$ cat config.mk
export PLATFORM = sky130hd
export DESIGN_NAME = dual_channel_sample_averager_core
export DESIGN_NICKNAME = d
export VERILOG_FILES = /design/src/hdl/dcsa_pkg.sv /design/src/hdl/dcsa_div.sv /design/src/hdl/dual_channel_sample_averager_core.sv
export SDC_FILE = /design/constraint.sdc
export NUM_CORES = 1
export LEC_CHECK = 0
export ABC_AREA = 1
export BUFFER_PORTS_ARGS = -buffer_cell sky130_fd_sc_hd__buf_2
export CAP_MARGIN = 10
export CORE_MARGIN = 2
export CORE_UTILIZATION = 23
export DETAILED_ROUTE_END_ITERATION = 12
export HOLD_SLACK_MARGIN = 0.1
export PLACE_DENSITY = 0.47
export SYNTH_ARGS = -nofsm -noshare
export SYNTH_HDL_FRONTEND = slang
export SYNTH_SLANG_ARGS = --single-unit
$ cat constraint.sdc
create_clock -name clk -period 5.4 [get_ports clk]
set_clock_uncertainty 0.1 [all_clocks]
set_input_delay 0.27 -clock clk [delete_from_list [all_inputs] [get_ports clk]]
set_output_delay 0.27 -clock clk [all_outputs]
set_load 0.1 [all_outputs]
$ cat src/hdl/dcsa_pkg.sv
// Shared types and constants for the dual channel sample averager.
package dcsa_pkg;

    localparam int SAMPLE_W = 8;
    localparam int AVG_W    = 8;
    localparam int CFG_W    = 8;
    localparam int PADDR_W  = 3;
    localparam int PDATA_W  = 32;

    localparam logic REG_MIN_GEAR_LEVEL = 1'b0;
    localparam logic REG_MAX_GEAR_JUMP  = 1'b1;

    localparam logic [CFG_W-1:0] MIN_GEAR_LEVEL_RST = 8'd16;
    localparam logic [CFG_W-1:0] MAX_GEAR_JUMP_RST  = 8'd32;

    typedef struct packed {
        logic busy;
        logic done;
    } div_status_t;

endpackage

$ cat src/hdl/dcsa_div.sv
// Restoring serial divider: window sum over fill count, one quotient bit per cycle.
module dcsa_div #(
    parameter int SUM_W  = 11,
    parameter int FILL_W = 4
) (
    input  logic                      clk,
    input  logic                      rst_n,
    input  logic                      start,
    input  logic [SUM_W-1:0]          dividend,
    input  logic [FILL_W-1:0]         divisor,
    output logic [dcsa_pkg::AVG_W-1:0] quotient,
    output dcsa_pkg::div_status_t     status
);

    localparam int CNT_W = $clog2(SUM_W + 1);

    logic [CNT_W-1:0]           cnt_reg;
    logic [CNT_W-1:0]           cnt_next;
    logic                       busy_reg;
    logic                       busy_next;
    logic                       done_reg;
    logic                       done_next;
    logic [FILL_W-1:0]          rem_reg;
    logic [FILL_W-1:0]          rem_next;
    logic [SUM_W-1:0]           dvd_reg;
    logic [SUM_W-1:0]           dvd_next;
    logic [FILL_W-1:0]          dvs_reg;
    logic [FILL_W-1:0]          dvs_next;
    logic [dcsa_pkg::AVG_W-1:0] quot_reg;
    logic [dcsa_pkg::AVG_W-1:0] quot_next;
    logic [FILL_W:0]            trial;
    logic [FILL_W:0]            trial_sub;
    logic                       qbit;

    // Shift the next dividend bit into the partial remainder and try a subtract.
    assign trial     = {rem_reg, dvd_reg[SUM_W-1]};
    assign trial_sub = trial - {1'b0, dvs_reg};
    assign qbit      = (trial >= {1'b0, dvs_reg});

    always_comb
    begin
        cnt_next  = cnt_reg;
        busy_next = busy_reg;
        done_next = 1'b0;
        rem_next  = rem_reg;
        dvd_next  = dvd_reg;
        dvs_next  = dvs_reg;
        quot_next = quot_reg;
        if (start)
        begin
            cnt_next  = CNT_W'(SUM_W);
            busy_next = 1'b1;
            rem_next  = '0;
            dvd_next  = dividend;
            dvs_next  = divisor;
            quot_next = '0;
        end
        else if (busy_reg)
        begin
            rem_next  = qbit ? trial_sub[FILL_W-1:0] : trial[FILL_W-1:0];
            dvd_next  = {dvd_reg[SUM_W-2:0], 1'b0};
            // Only the low quotient bits survive; the true quotient fits them.
            quot_next = {quot_reg[dcsa_pkg::AVG_W-2:0], qbit};
            cnt_next  = cnt_reg - CNT_W'(1);
            if (cnt_reg == CNT_W'(1))
            begin
                busy_next = 1'b0;
                done_next = 1'b1;
            end
        end
    end

    always_ff @(posedge clk or negedge rst_n)
    begin
        if (!rst_n)
        begin
            cnt_reg  <= '0;
            busy_reg <= 1'b0;
            done_reg <= 1'b0;
        end
        else
        begin
            cnt_reg  <= cnt_next;
            busy_reg <= busy_next;
            done_reg <= done_next;
        end
    end

    always_ff @(posedge clk)
    begin
        rem_reg  <= rem_next;
        dvd_reg  <= dvd_next;
        dvs_reg  <= dvs_next;
        quot_reg <= quot_next;
    end

    assign quotient    = (dvs_reg == '0) ? '0 : quot_reg;
    assign status.busy = busy_reg;
    assign status.done = done_reg;

endmodule

$ cat src/hdl/dual_channel_sample_averager_core.sv
// Dual channel moving average over battery and gear samples, rings kept in memories.
// A request passes S_CALC, S_START and S_WAIT, where the serial divider makes one
// quotient bit per cycle, then S_OUT, before the result is valid in the output register.
// A gear sample at or below the minimum level skips the divider and goes to S_OUT.
// Throughput: one request at a time; the next is accepted once the result is in the output
// register. Reset clears sums, fills, slots, valid bits and selects gear.
module dual_channel_sample_averager_core #(
    parameter int WINDOW_SIZE = 8
) (
    input  logic                                clk,
    input  logic                                rst_n,
    input  logic                                in_valid,
    output logic                                in_stall,
    input  logic [dcsa_pkg::SAMPLE_W-1:0]       sample,
    output logic                                out_valid,
    input  logic                                out_stall,
    output logic                                sample_channel,
    output logic                                gear_sample_used,
    output logic                                gear_window_restarted,
    output logic [dcsa_pkg::AVG_W-1:0]          battery_average,
    output logic [dcsa_pkg::AVG_W-1:0]          gear_average,
    output logic                                next_channel,
    output logic                                channel_switched,
    input  logic                                psel,
    input  logic                                penable,
    input  logic                                pwrite,
    input  logic [dcsa_pkg::PADDR_W-1:0]        paddr,
    input  logic [dcsa_pkg::PDATA_W-1:0]        pwdata,
    output logic [dcsa_pkg::PDATA_W-1:0]        prdata,
    output logic                                pready
);

    localparam int SLOT_W = $clog2(WINDOW_SIZE);
    localparam int FILL_W = $clog2(WINDOW_SIZE + 1);
    localparam int SUM_W  = $clog2(WINDOW_SIZE * 255 + 1);
    localparam int SW     = dcsa_pkg::SAMPLE_W;

    localparam logic [2:0] S_IDLE  = 3'd0;
    localparam logic [2:0] S_CALC  = 3'd1;
    localparam logic [2:0] S_START = 3'd2;
    localparam logic [2:0] S_WAIT  = 3'd3;
    localparam logic [2:0] S_OUT   = 3'd4;

    localparam logic [SLOT_W-1:0] SLOT_LAST = SLOT_W'(WINDOW_SIZE - 1);
    localparam logic [FILL_W-1:0] FILL_FULL = FILL_W'(WINDOW_SIZE);

    logic [2:0]                   state_reg;
    logic [2:0]                   state_next;

    logic [SW-1:0]                batt_mem [WINDOW_SIZE];
    logic [SW-1:0]                gear_mem [WINDOW_SIZE];
    logic [SW-1:0]                batt_rd_reg;
    logic [SW-1:0]                gear_rd_reg;
    logic                         batt_we;
    logic                         gear_we;
    logic [SLOT_W-1:0]            gear_waddr;

    logic [WINDOW_SIZE-1:0]       batt_vld_reg;
    logic [WINDOW_SIZE-1:0]       batt_vld_next;
    logic [WINDOW_SIZE-1:0]       gear_vld_reg;
    logic [WINDOW_SIZE-1:0]       gear_vld_next;
    logic [SUM_W-1:0]             batt_sum_reg;
    logic [SUM_W-1:0]             batt_sum_next;
    logic [SUM_W-1:0]             gear_sum_reg;
    logic [SUM_W-1:0]             gear_sum_next;
    logic [SLOT_W-1:0]            batt_slot_reg;
    logic [SLOT_W-1:0]            batt_slot_next;
    logic [SLOT_W-1:0]            gear_slot_reg;
    logic [SLOT_W-1:0]            gear_slot_next;
    logic [FILL_W-1:0]            batt_fill_reg;
    logic [FILL_W-1:0]            batt_fill_next;
    logic [FILL_W-1:0]            gear_fill_reg;
    logic [FILL_W-1:0]            gear_fill_next;
    logic [SLOT_W-1:0]            grp_reg;
    logic [SLOT_W-1:0]            grp_next;
    logic                         sel_reg;
    logic                         sel_next;

    logic [dcsa_pkg::AVG_W-1:0]   batt_avg_reg;
    logic [dcsa_pkg::AVG_W-1:0]   batt_avg_next;
    logic [dcsa_pkg::AVG_W-1:0]   gear_avg_reg;
    logic [dcsa_pkg::AVG_W-1:0]   gear_avg_next;

    logic [SW-1:0]                sample_reg;
    logic                         chan_reg;
    logic                         chan_next;
    logic                         used_reg;
    logic                         used_next;
    logic                         restart_reg;
    logic                         restart_next;
    logic                         switch_reg;
    logic                         switch_next;

    logic                         out_valid_reg;
    logic                         out_valid_next;
    logic                         o_chan_reg;
    logic                         o_used_reg;
    logic                         o_restart_reg;
    logic [dcsa_pkg::AVG_W-1:0]   o_batt_reg;
    logic [dcsa_pkg::AVG_W-1:0]   o_gear_reg;
    logic                         o_next_reg;
    logic                         o_switch_reg;
    logic                         out_load;

    logic [dcsa_pkg::CFG_W-1:0]   min_level_reg;
    logic [dcsa_pkg::CFG_W-1:0]   max_jump_reg;
    logic                         cfg_wr;

    logic                         in_acc;
    logic                         gear_pass;
    logic [SW-1:0]                gear_diff;
    logic                         gear_jump;
    logic [SW-1:0]                batt_old;
    logic [SW-1:0]                gear_old;

    logic                         div_start;
    logic [SUM_W-1:0]             div_dividend;
    logic [FILL_W-1:0]            div_divisor;
    logic [dcsa_pkg::AVG_W-1:0]   div_quot;
    dcsa_pkg::div_status_t        div_status;

    // ---------------- configuration port ----------------
    assign pready = 1'b1;
    assign cfg_wr = psel && penable && pwrite && pready;

    always_ff @(posedge clk or negedge rst_n)
    begin
        if (!rst_n)
        begin
            min_level_reg <= dcsa_pkg::MIN_GEAR_LEVEL_RST;
            max_jump_reg  <= dcsa_pkg::MAX_GEAR_JUMP_RST;
        end
        else if (cfg_wr)
        begin
            case (paddr[2])
                dcsa_pkg::REG_MIN_GEAR_LEVEL: min_level_reg <= pwdata[dcsa_pkg::CFG_W-1:0];
                dcsa_pkg::REG_MAX_GEAR_JUMP:  max_jump_reg  <= pwdata[dcsa_pkg::CFG_W-1:0];
                default: ;
            endcase
        end
    end

    always_comb
    begin
        case (paddr[2])
            dcsa_pkg::REG_MIN_GEAR_LEVEL:
                prdata = {{(dcsa_pkg::PDATA_W - dcsa_pkg::CFG_W){1'b0}}, min_level_reg};
            dcsa_pkg::REG_MAX_GEAR_JUMP:
                prdata = {{(dcsa_pkg::PDATA_W - dcsa_pkg::CFG_W){1'b0}}, max_jump_reg};
            default:
                prdata = '0;
        endcase
    end

    // ---------------- ring memories ----------------
    assign in_stall = (state_reg != S_IDLE);
    assign in_acc   = in_valid && !in_stall;

    always_ff @(posedge clk)
    begin
        if (batt_we)
            batt_mem[batt_slot_reg] <= sample_reg;
        if (gear_we)
            gear_mem[gear_waddr] <= sample_reg;
        if (in_acc)
        begin
            batt_rd_reg <= batt_mem[batt_slot_reg];
            gear_rd_reg <= gear_mem[gear_slot_reg];
        end
    end

    always_ff @(posedge clk)
    begin
        if (in_acc)
            sample_reg <= sample;
    end

    // An entry never written since reset or restart reads as zero.
    assign batt_old = batt_vld_reg[batt_slot_reg] ? batt_rd_reg : '0;
    assign gear_old = gear_vld_reg[gear_slot_reg] ? gear_rd_reg : '0;

    assign gear_pass = (sample_reg > min_level_reg);
    assign gear_diff = (gear_avg_reg > sample_reg) ? (gear_avg_reg - sample_reg)
                                                   : (sample_reg - gear_avg_reg);
    assign gear_jump = (gear_diff > max_jump_reg);

    // ---------------- sequencer ----------------
    always_comb
    begin
        state_next     = state_reg;
        batt_vld_next  = batt_vld_reg;
        gear_vld_next  = gear_vld_reg;
        batt_sum_next  = batt_sum_reg;
        gear_sum_next  = gear_sum_reg;
        batt_slot_next = batt_slot_reg;
        gear_slot_next = gear_slot_reg;
        batt_fill_next = batt_fill_reg;
        gear_fill_next = gear_fill_reg;
        grp_next       = grp_reg;
        sel_next       = sel_reg;
        chan_next      = chan_reg;
        used_next      = used_reg;
        restart_next   = restart_reg;
        switch_next    = switch_reg;
        batt_avg_next  = batt_avg_reg;
        gear_avg_next  = gear_avg_reg;
        batt_we        = 1'b0;
        gear_we        = 1'b0;
        gear_waddr     = gear_slot_reg;
        div_start      = 1'b0;
        out_load       = 1'b0;

        case (state_reg)
            S_IDLE:
            begin
                if (in_acc)
                    state_next = S_CALC;
            end
            S_CALC:
            begin
                chan_next    = sel_reg;
                used_next    = !sel_reg && gear_pass;
                restart_next = !sel_reg && gear_pass && gear_jump;
                if (sel_reg)
                begin
                    batt_we                       = 1'b1;
                    batt_sum_next                 = batt_sum_reg - SUM_W'(batt_old)
                                                    + SUM_W'(sample_reg);
                    batt_vld_next[batt_slot_reg]  = 1'b1;
                    batt_slot_next = (batt_slot_reg == SLOT_LAST) ? '0
                                     : batt_slot_reg + SLOT_W'(1);
                    batt_fill_next = (batt_fill_reg == FILL_FULL) ? batt_fill_reg
                                     : batt_fill_reg + FILL_W'(1);
                    state_next     = S_START;
                end
                else if (gear_pass)
                begin
                    gear_we = 1'b1;
                    if (gear_jump)
                    begin
                        // Restart the window: the sample becomes its first entry.
                        gear_waddr     = '0;
                        gear_vld_next  = '0;
                        gear_vld_next[0] = 1'b1;
                        gear_sum_next  = SUM_W'(sample_reg);
                        gear_slot_next = SLOT_W'(1);
                        gear_fill_next = FILL_W'(1);
                    end
                    else
                    begin
                        gear_sum_next  = gear_sum_reg - SUM_W'(gear_old)
                                         + SUM_W'(sample_reg);
                        gear_vld_next[gear_slot_reg] = 1'b1;
                        gear_slot_next = (gear_slot_reg == SLOT_LAST) ? '0
                                         : gear_slot_reg + SLOT_W'(1);
                        gear_fill_next = (gear_fill_reg == FILL_FULL) ? gear_fill_reg
                                         : gear_fill_reg + FILL_W'(1);
                    end
                    state_next = S_START;
                end
                else
                begin
                    state_next = S_OUT;
                end
                if (grp_reg == SLOT_LAST)
                begin
                    grp_next    = '0;
                    sel_next    = !sel_reg;
                    switch_next = 1'b1;
                end
                else
                begin
                    grp_next    = grp_reg + SLOT_W'(1);
                    switch_next = 1'b0;
                end
            end
            S_START:
            begin
                div_start  = 1'b1;
                state_next = S_WAIT;
            end
            S_WAIT:
            begin
                if (div_status.done)
                begin
                    if (chan_reg)
                        batt_avg_next = (batt_fill_reg == '0) ? '0 : div_quot;
                    else
                        gear_avg_next = (gear_fill_reg == '0) ? '0 : div_quot;
                    state_next = S_OUT;
                end
            end
            S_OUT:
            begin
                // Hold until the output register is free.
                if (!out_valid_reg || !out_stall)
                begin
                    out_load   = 1'b1;
                    state_next = S_IDLE;
                end
            end
            default:
            begin
                state_next = S_IDLE;
            end
        endcase
    end

    assign div_dividend = chan_reg ? batt_sum_reg : gear_sum_reg;
    assign div_divisor  = chan_reg ? batt_fill_reg : gear_fill_reg;

    dcsa_div #(
        .SUM_W  (SUM_W),
        .FILL_W (FILL_W)
    ) u_div (
        .clk      (clk),
        .rst_n    (rst_n),
        .start    (div_start),
        .dividend (div_dividend),
        .divisor  (div_divisor),
        .quotient (div_quot),
        .status   (div_status)
    );

    always_ff @(posedge clk or negedge rst_n)
    begin
        if (!rst_n)
        begin
            state_reg     <= S_IDLE;
            batt_vld_reg  <= '0;
            gear_vld_reg  <= '0;
            batt_sum_reg  <= '0;
            gear_sum_reg  <= '0;
            batt_slot_reg <= '0;
            gear_slot_reg <= '0;
            batt_fill_reg <= '0;
            gear_fill_reg <= '0;
            grp_reg       <= '0;
            sel_reg       <= 1'b0;
            batt_avg_reg  <= '0;
            gear_avg_reg  <= '0;
            chan_reg      <= 1'b0;
            used_reg      <= 1'b0;
            restart_reg   <= 1'b0;
            switch_reg    <= 1'b0;
            out_valid_reg <= 1'b0;
        end
        else
        begin
            state_reg     <= state_next;
            batt_vld_reg  <= batt_vld_next;
            gear_vld_reg  <= gear_vld_next;
            batt_sum_reg  <= batt_sum_next;
            gear_sum_reg  <= gear_sum_next;
            batt_slot_reg <= batt_slot_next;
            gear_slot_reg <= gear_slot_next;
            batt_fill_reg <= batt_fill_next;
            gear_fill_reg <= gear_fill_next;
            grp_reg       <= grp_next;
            sel_reg       <= sel_next;
            batt_avg_reg  <= batt_avg_next;
            gear_avg_reg  <= gear_avg_next;
            chan_reg      <= chan_next;
            used_reg      <= used_next;
            restart_reg   <= restart_next;
            switch_reg    <= switch_next;
            out_valid_reg <= out_valid_next;
        end
    end

    // ---------------- output register ----------------
    always_comb
    begin
        out_valid_next = out_valid_reg;
        if (out_valid_reg && !out_stall)
            out_valid_next = 1'b0;
        if (out_load)
            out_valid_next = 1'b1;
    end

    always_ff @(posedge clk)
    begin
        if (out_load)
        begin
            o_chan_reg    <= chan_reg;
            o_used_reg    <= used_reg;
            o_restart_reg <= restart_reg;
            o_batt_reg    <= batt_avg_reg;
            o_gear_reg    <= gear_avg_reg;
            o_next_reg    <= sel_reg;
            o_switch_reg  <= switch_reg;
        end
    end

    assign out_valid             = out_valid_reg;
    assign sample_channel        = o_chan_reg;
    assign gear_sample_used      = o_used_reg;
    assign gear_window_restarted = o_restart_reg;
    assign battery_average       = o_batt_reg;
    assign gear_average          = o_gear_reg;
    assign next_channel          = o_next_reg;
    assign channel_switched      = o_switch_reg;

`ifndef SYNTH
    a_accept_locks: assert property (@(posedge clk) disable iff (!rst_n)
        in_acc |=> in_stall && (state_reg == S_CALC))
        else $error("request accepted but sequencer did not start");

    a_fill_bound: assert property (@(posedge clk) disable iff (!rst_n)
        (batt_fill_reg <= FILL_FULL) && (gear_fill_reg <= FILL_FULL))
        else $error("window fill count beyond window size");

    a_div_done_wait: assert property (@(posedge clk) disable iff (!rst_n)
        div_status.done |-> (state_reg == S_WAIT))
        else $error("divider finished outside the wait state");

    a_restart_gear: assert property (@(posedge clk) disable iff (!rst_n)
        out_valid && gear_window_restarted |-> gear_sample_used && !sample_channel)
        else $error("window restart reported without a used gear sample");
`endif

endmodule

### After elaboration in Yosys (flattened, before gate mapping)

Memories as Yosys holds them, arrays and structs flattened. A register that Yosys moved wholly into a read port is not among the register bits.
Cells that the tools add are included.
Widths: inputs -> output; s select.

* add/sub/neg operators: 13
* magnitude comparators: 8
* equal/unequal tests: 14
* muxes and demuxes: 61
* bitwise logic cells: 6
* reductions and logical operators: 30

Operators by type and width (count)
* $pmux 32 s2: 1
* $mux 8: 7
* $mux 11: 4
* $mux 3: 13
* $mux 1: 25
* $gt 8x8->1: 3
* $mux 4: 6
* $add 11x8->11: 2
* $sub 11x8->11: 2
* $or 8x8->8: 2
* $sub 8x8->8: 2
* $pmux 3 s5: 1
* $reduce_and 3->1: 5
* $eq 3x3->1 const B: 4
* $logic_not 4->1: 3
* $add 3x1->3 const B: 3
* $add 4x1->4 const B: 2
* $eq 4x4->1 const B: 2
* $logic_and 1x1->1: 8
* $lt 3x4->1 const B: 2
* $reduce_and 2->1: 4
* $bmux 1 s3: 2
* $demux 1 s3: 2
* $eq 3x2->1 const B: 2
* other kinds (15): 25

* register bits after elaboration: 158
* RAM bits: 128
* input bits: 50
* output and inout bits: 56
* logic and storage cells: 169
* memories kept: 2

Memories
* batt_mem: depth 8, width 8, read ports 1, clocked after memory_dff 1, wr ports 1, RTL line dual_channel_sample_averager_core.sv:50 `logic [SW-1:0] batt_mem [WINDOW_SIZE];`
* gear_mem: depth 8, width 8, read ports 1, clocked after memory_dff 1, wr ports 1, RTL line dual_channel_sample_averager_core.sv:51 `logic [SW-1:0] gear_mem [WINDOW_SIZE];`

### Depth between registers and ports, before layout

* depth after elaboration: 7
* gate-level depth with buffers: 26

### By module

From an unflattened synthesis, not the netlist that was laid out.

* cells, all modules: 1568
* area total of the unflattened synthesis: 15324.7 sq um

Modules (own cells, without submodules)
* dual_channel_sample_averager_core: instances 1, cells each 1395, area each 13782.0 sq um
* dcsa_div: instances 1, cells each 173, area each 1542.7 sq um

### Least setup slack after synthesis

Ideal clock, no wire load.

* path kind: register to register
* start point: register sample_reg[1]
* end point: memory gear_mem[3][0] (netlist name), enable pin
* arrival: 3.312 ns
* data required time: 4.930 ns
* path slack: 1.618 ns
* cell stages (with the launch flop): 21
* clock period less this slack: 3.782 ns
* cells stage by stage: edfxtp_1 -> inv_1 -> fa_1 -> nand3_1 -> nand2_1 -> nand2_1 -> nand2_1 -> nand2_1 -> inv_1 -> nand2_1 -> nand2_1 -> inv_1 -> ha_1 -> a21o_1 -> nor2_1 -> nand2_1 -> nand2_2 -> inv_2 -> nor2_4 -> inv_2 -> nor2_1

* longest elaborated chain between the ends: 7
* elaborated cells on any way between the ends: 15
* classes of those cells: add/sub (2); order compare (3); mux (10)

Ends and longest elaborated chain
* start: declaration: RTL line dual_channel_sample_averager_core.sv:84 `logic [SW-1:0] sample_reg;`
* start signal: assignment: RTL line dual_channel_sample_averager_core.sv:175 `sample_reg <= sample;`
* $sub 8x8->8, or another cell as far along: RTL line dual_channel_sample_averager_core.sv:184 `: (sample_reg - gear_avg_reg);`
* $mux 8: RTL line dual_channel_sample_averager_core.sv:183 `assign gear_diff = (gear_avg_reg > sample_reg) ? (gear_avg_reg - sample_reg)`
* $gt 8x8->1: RTL line dual_channel_sample_averager_core.sv:185 `assign gear_jump = (gear_diff > max_jump_reg);`
* $mux 3: RTL line dual_channel_sample_averager_core.sv:239 `if (gear_jump)`
* $mux 3: RTL line dual_channel_sample_averager_core.sv:236 `else if (gear_pass)`
* $mux 3: RTL line dual_channel_sample_averager_core.sv:224 `if (sel_reg)`
* $mux 3: RTL line dual_channel_sample_averager_core.sv:213 `case (state_reg)`
* end: declaration: RTL line dual_channel_sample_averager_core.sv:51

Several ways; a longest one is shown, not always the timed one.

### Final worst setup path

* start point: register sample_reg[4]
* end point: memory gear_mem[1][2] (netlist name), enable pin

Same word-level chain as after synthesis.

==> flow_summary.yaml <==
placement:
  io_buffer_count: 54
  pre_cts_ws_ns: 0.659
  dpl.hpwl_um: 28000
  gp_congestion: 0.862
  placedCellCount: 2447
setup_path:
  cpMaxStageDelayCell: "edfxtp_1"
  cp_cell_sequence: "inv_1, ha_1, a21o_1, a21boi_0, nand2_1, nand2_1, inv_1, nand2_1, nand2_1, inv_1, ha_1, a21oi_1, nor2_1, nor2_1, nand2_1, buf_4, nand2_2, inv_2, nor2_4, inv_2, nor2_1"
  crit_path_end_kind: "register"
  rr_startpoint: "sample_reg[4]"
  rr_worst_depth: 21
  critPathMostFrequentCell: "nand2_1"
  critical_path.max_fanout: 12
  path_class: "register to register"
  critPathMaxStageDelay_ns: 0.78
  cp.required_ns: 5.48
  worstPathArrival_ns: 4.73
  start_kind: "register"
  startpoint: "sample_reg[4]"
routing:
  vias_per_cell: 4.18
  avgRoutedWirePerCell_um: 15.3
  drc: 0
  ant_nets: 0
  drtIter0Drc: 710
  first_pass_iters: 5
  vias: 10600
  totalWireLength_um: 38600
yosys:
  synthCells: 1545
  syn_area_per_cell_sq_um: 9.74
  synth_top_area_share: 0.375
  ys.flop_type: "edfxtp_1"
  yosys-top-cells-area: "edfxtp_1, dfrtp_1, nand2_1"
  syn_area_sq_um: 15100
  yosysTopAreaCell: "edfxtp_1"
  async_flop_share: 0.338
  synth_seq_cells: 302
  synth_cell_types: 51
  ys_seq_area_frac: 0.561
  ys_warn_count: 0
  synth_edf_count: 188
timing:
  drv_slew: 0
  setup-violations-final: 0
  tightest_slew_ns: 0.884
  final.setup.tns_ns: 0
  hold_viol: 0
  worst_slack_ns: 0.746
  finalCriticalPeriod_ns: 4.65
  finalCritPeriodShare: 0.862
  rsz0062_at_grt: "no"
  relSlewSlack: 0.409
  max_freq_mhz: 215
die:
  die_y_um: 260
  row_count: 93
  core_sq_um: 64600
  start_util: 0.233
  die_area_sq_um: 67500
  io_pins: 106
  fp.dieW_um: 260
global_route:
  grt_pass1_wl_um: 60900
  grtUsageTotal: 0.116
  overflow: 0
  antenna_found_initial: 1
  first_global_vias: 10700
  grt_max_degree: 54
power:
  leakage_nw: 7.87
  ir_worst_vdd_mv: 0.206
  total_power_mw: 10.7
  cellPowerDensity_nw_per_um2: 607
cells_and_area:
  antenna_cells: 0
  final_util: 0.274
  n_fill_cell: 6764
  largestRegisters: "batt_mem x64, gear_mem x64"
  finish.net_count: 1788
  syn2layout_area_growth_pct: 17.6
  fin_cells: 2531
  drive_above_1_share: 0.0961
cts:
  cts_tree: "done"
  h-tree-depth: 2
  cts_buffer_depth: 3
  clockRootBuffer: "clkbuf_16"
  clk_latency_ns: 0.54
  cts.reportedPaths.clkPinSlew_ns: 0.06
  numCtsBuffers: 37
  cts_sinks: 302
  cts_setup_buffers: 0
worst_hold_path:
  hold_class: "primary input to async pin"
job:
  maxCapViolCount: 0
run_status:
  status: "complete, no violations"
==> cells in the mapped netlist, types with 4 or more instances <==
| cell type | instances |
|---|---|
| xnor2_1 | 9 |
| inv_2 | 11 |
| edfxtp_1 | 188 |
| nand3_1 | 68 |
| o21bai_1 | 4 |
| a22o_1 | 9 |
| a22oi_1 | 22 |
| xor2_1 | 16 |
| a21o_1 | 4 |
| a31oi_1 | 11 |
| buf_2 | 14 |
| nor2_4 | 6 |
| inv_1 | 247 |
| nand4_1 | 24 |
| buf_4 | 27 |
| o22ai_1 | 20 |
| nand3b_1 | 5 |
| dfxtp_1 | 12 |
| a221oi_1 | 8 |
| clkbuf_1 | 8 |
| dfrtp_1 | 100 |
| or2_2 | 4 |
| ha_1 | 69 |
| o21ai_0 | 77 |
| a21oi_1 | 50 |
| nor2_1 | 83 |
| fa_1 | 19 |
| nand2_1 | 394 |
==> layout by cell type, fill, tap and decap left out, types with 4 or more instances in the layout <==
| cell type | netlist | layout |
|---|---|---|
| fa_1 | 19 | 19 |
| nor2_1 | 83 | 82 |
| or2_2 | 4 | 4 |
| nand2_1 | 394 | 394 |
| o22ai_1 | 20 | 20 |
| o21ai_0 | 77 | 77 |
| inv_1 | 247 | 247 |
| clkbuf_1 | 8 | 5 |
| nand3b_1 | 5 | 5 |
| edfxtp_1 | 188 | 188 |
| a21o_1 | 4 | 4 |
| a31oi_1 | 11 | 11 |
| buf_4 | 27 | 21 |
| clkinv_2 | 1 | 8 |
| a22o_1 | 9 | 9 |
| clkbuf_16 | 0 | 38 |
| xnor2_1 | 9 | 9 |
| xor2_1 | 16 | 16 |
| a22oi_1 | 22 | 22 |
| buf_2 | 14 | 53 |
| clkinv_1 | 2 | 9 |
| dfrtp_1 | 100 | 100 |
| conb_1 | 2 | 25 |
| nand4_1 | 24 | 24 |
| ha_1 | 69 | 69 |
| dfxtp_1 | 12 | 12 |
| nand3_1 | 68 | 68 |
| nor2_4 | 6 | 6 |
| a21oi_1 | 50 | 49 |
| a221oi_1 | 8 | 8 |
| dlygate4sd3_1 | 0 | 19 |
| o21bai_1 | 4 | 4 |
| inv_2 | 11 | 11 |
==> final cells by class <==
cell class	instances	area, sq um	share of cell area
repair buffers	93	613	0.0347
clock buffers	45	997	0.0564
flip-flops and latches	302	8440	0.477
inverters	261	981	0.0554
multi-input cells	955	5410	0.306
well taps	855	1070	0.0605
clock inverters	20	184	0.0104
==> worst max-delay path: cells and delay by family (launching register included) <==
| family | cells | cell delay [ns] |
|---|---|---|
| adders and majority gates | 2 | 0.52 |
| DFF | 1 | 0.78 |
| AOI/OAI and AO/OA | 3 | 0.48 |
| buffers and inverters | 6 | 0.88 |
| and+or+nand+nor | 10 | 1.51 |
==> metrics by stage <==
stage                     hold slack, ns  cell area (sq um)
after floorplan                   -0.126              15100
after global placement             0.269              16300
after detailed placement           0.273              16300
after CTS                          0.293              17700
after global routing               0.343              17700
final                              0.262              17700
==> report_power, final <==
part           switching [mW]  internal (mW)
clock network           0.971           1.45
registers               0.385           3.05
logic                    3.25           1.62
total                    4.61           6.13
==> routing by layer <==
metal  up-vias  part of all wire  global-route usage
met3        64             0.033              0.0199
met2       169              0.47               0.189
met4         2             0.027              0.0383
met1      5095              0.47               0.157
met5         -           0.00041                   0
li1       5261                 -                   -
==> timing repair <==
action / CTS / global route
gates resized for setup: 0 / 0
hold buffers: 19 / 0
endpoints found under the hold margin: 76 / 0
==> cells by family after synthesis <==
| group | count (synthesis) | synth area share |
|---|---|---|
| AOI/OAI and AO/OA | 218 | 0.0869 |
| xor gates and xnor gates | 25 | 0.0145 |
| adders and majority gates | 88 | 0.0826 |
| buffers and inverters | 311 | 0.0860 |
| DFF | 302 | 0.561 |
| other | 2 | 0.000499 |
| and+or+nand+nor | 599 | 0.169 |
==> worst paths after layout <==
path | to | slack (ns)
setup / recovery | gear_mem[1][2] | 0.75
hold / removal | batt_slot_reg[2] | 0.26
setup reg to reg | gear_mem[1][2] | 0.75
hold reg to reg | battery_average[3] | 0.35
max in group asynchronous | min_level_reg[5] | 3.74
min in group clk | battery_average[3] | 0.35
No activity file was read; power rests on OpenSTA's default activity.
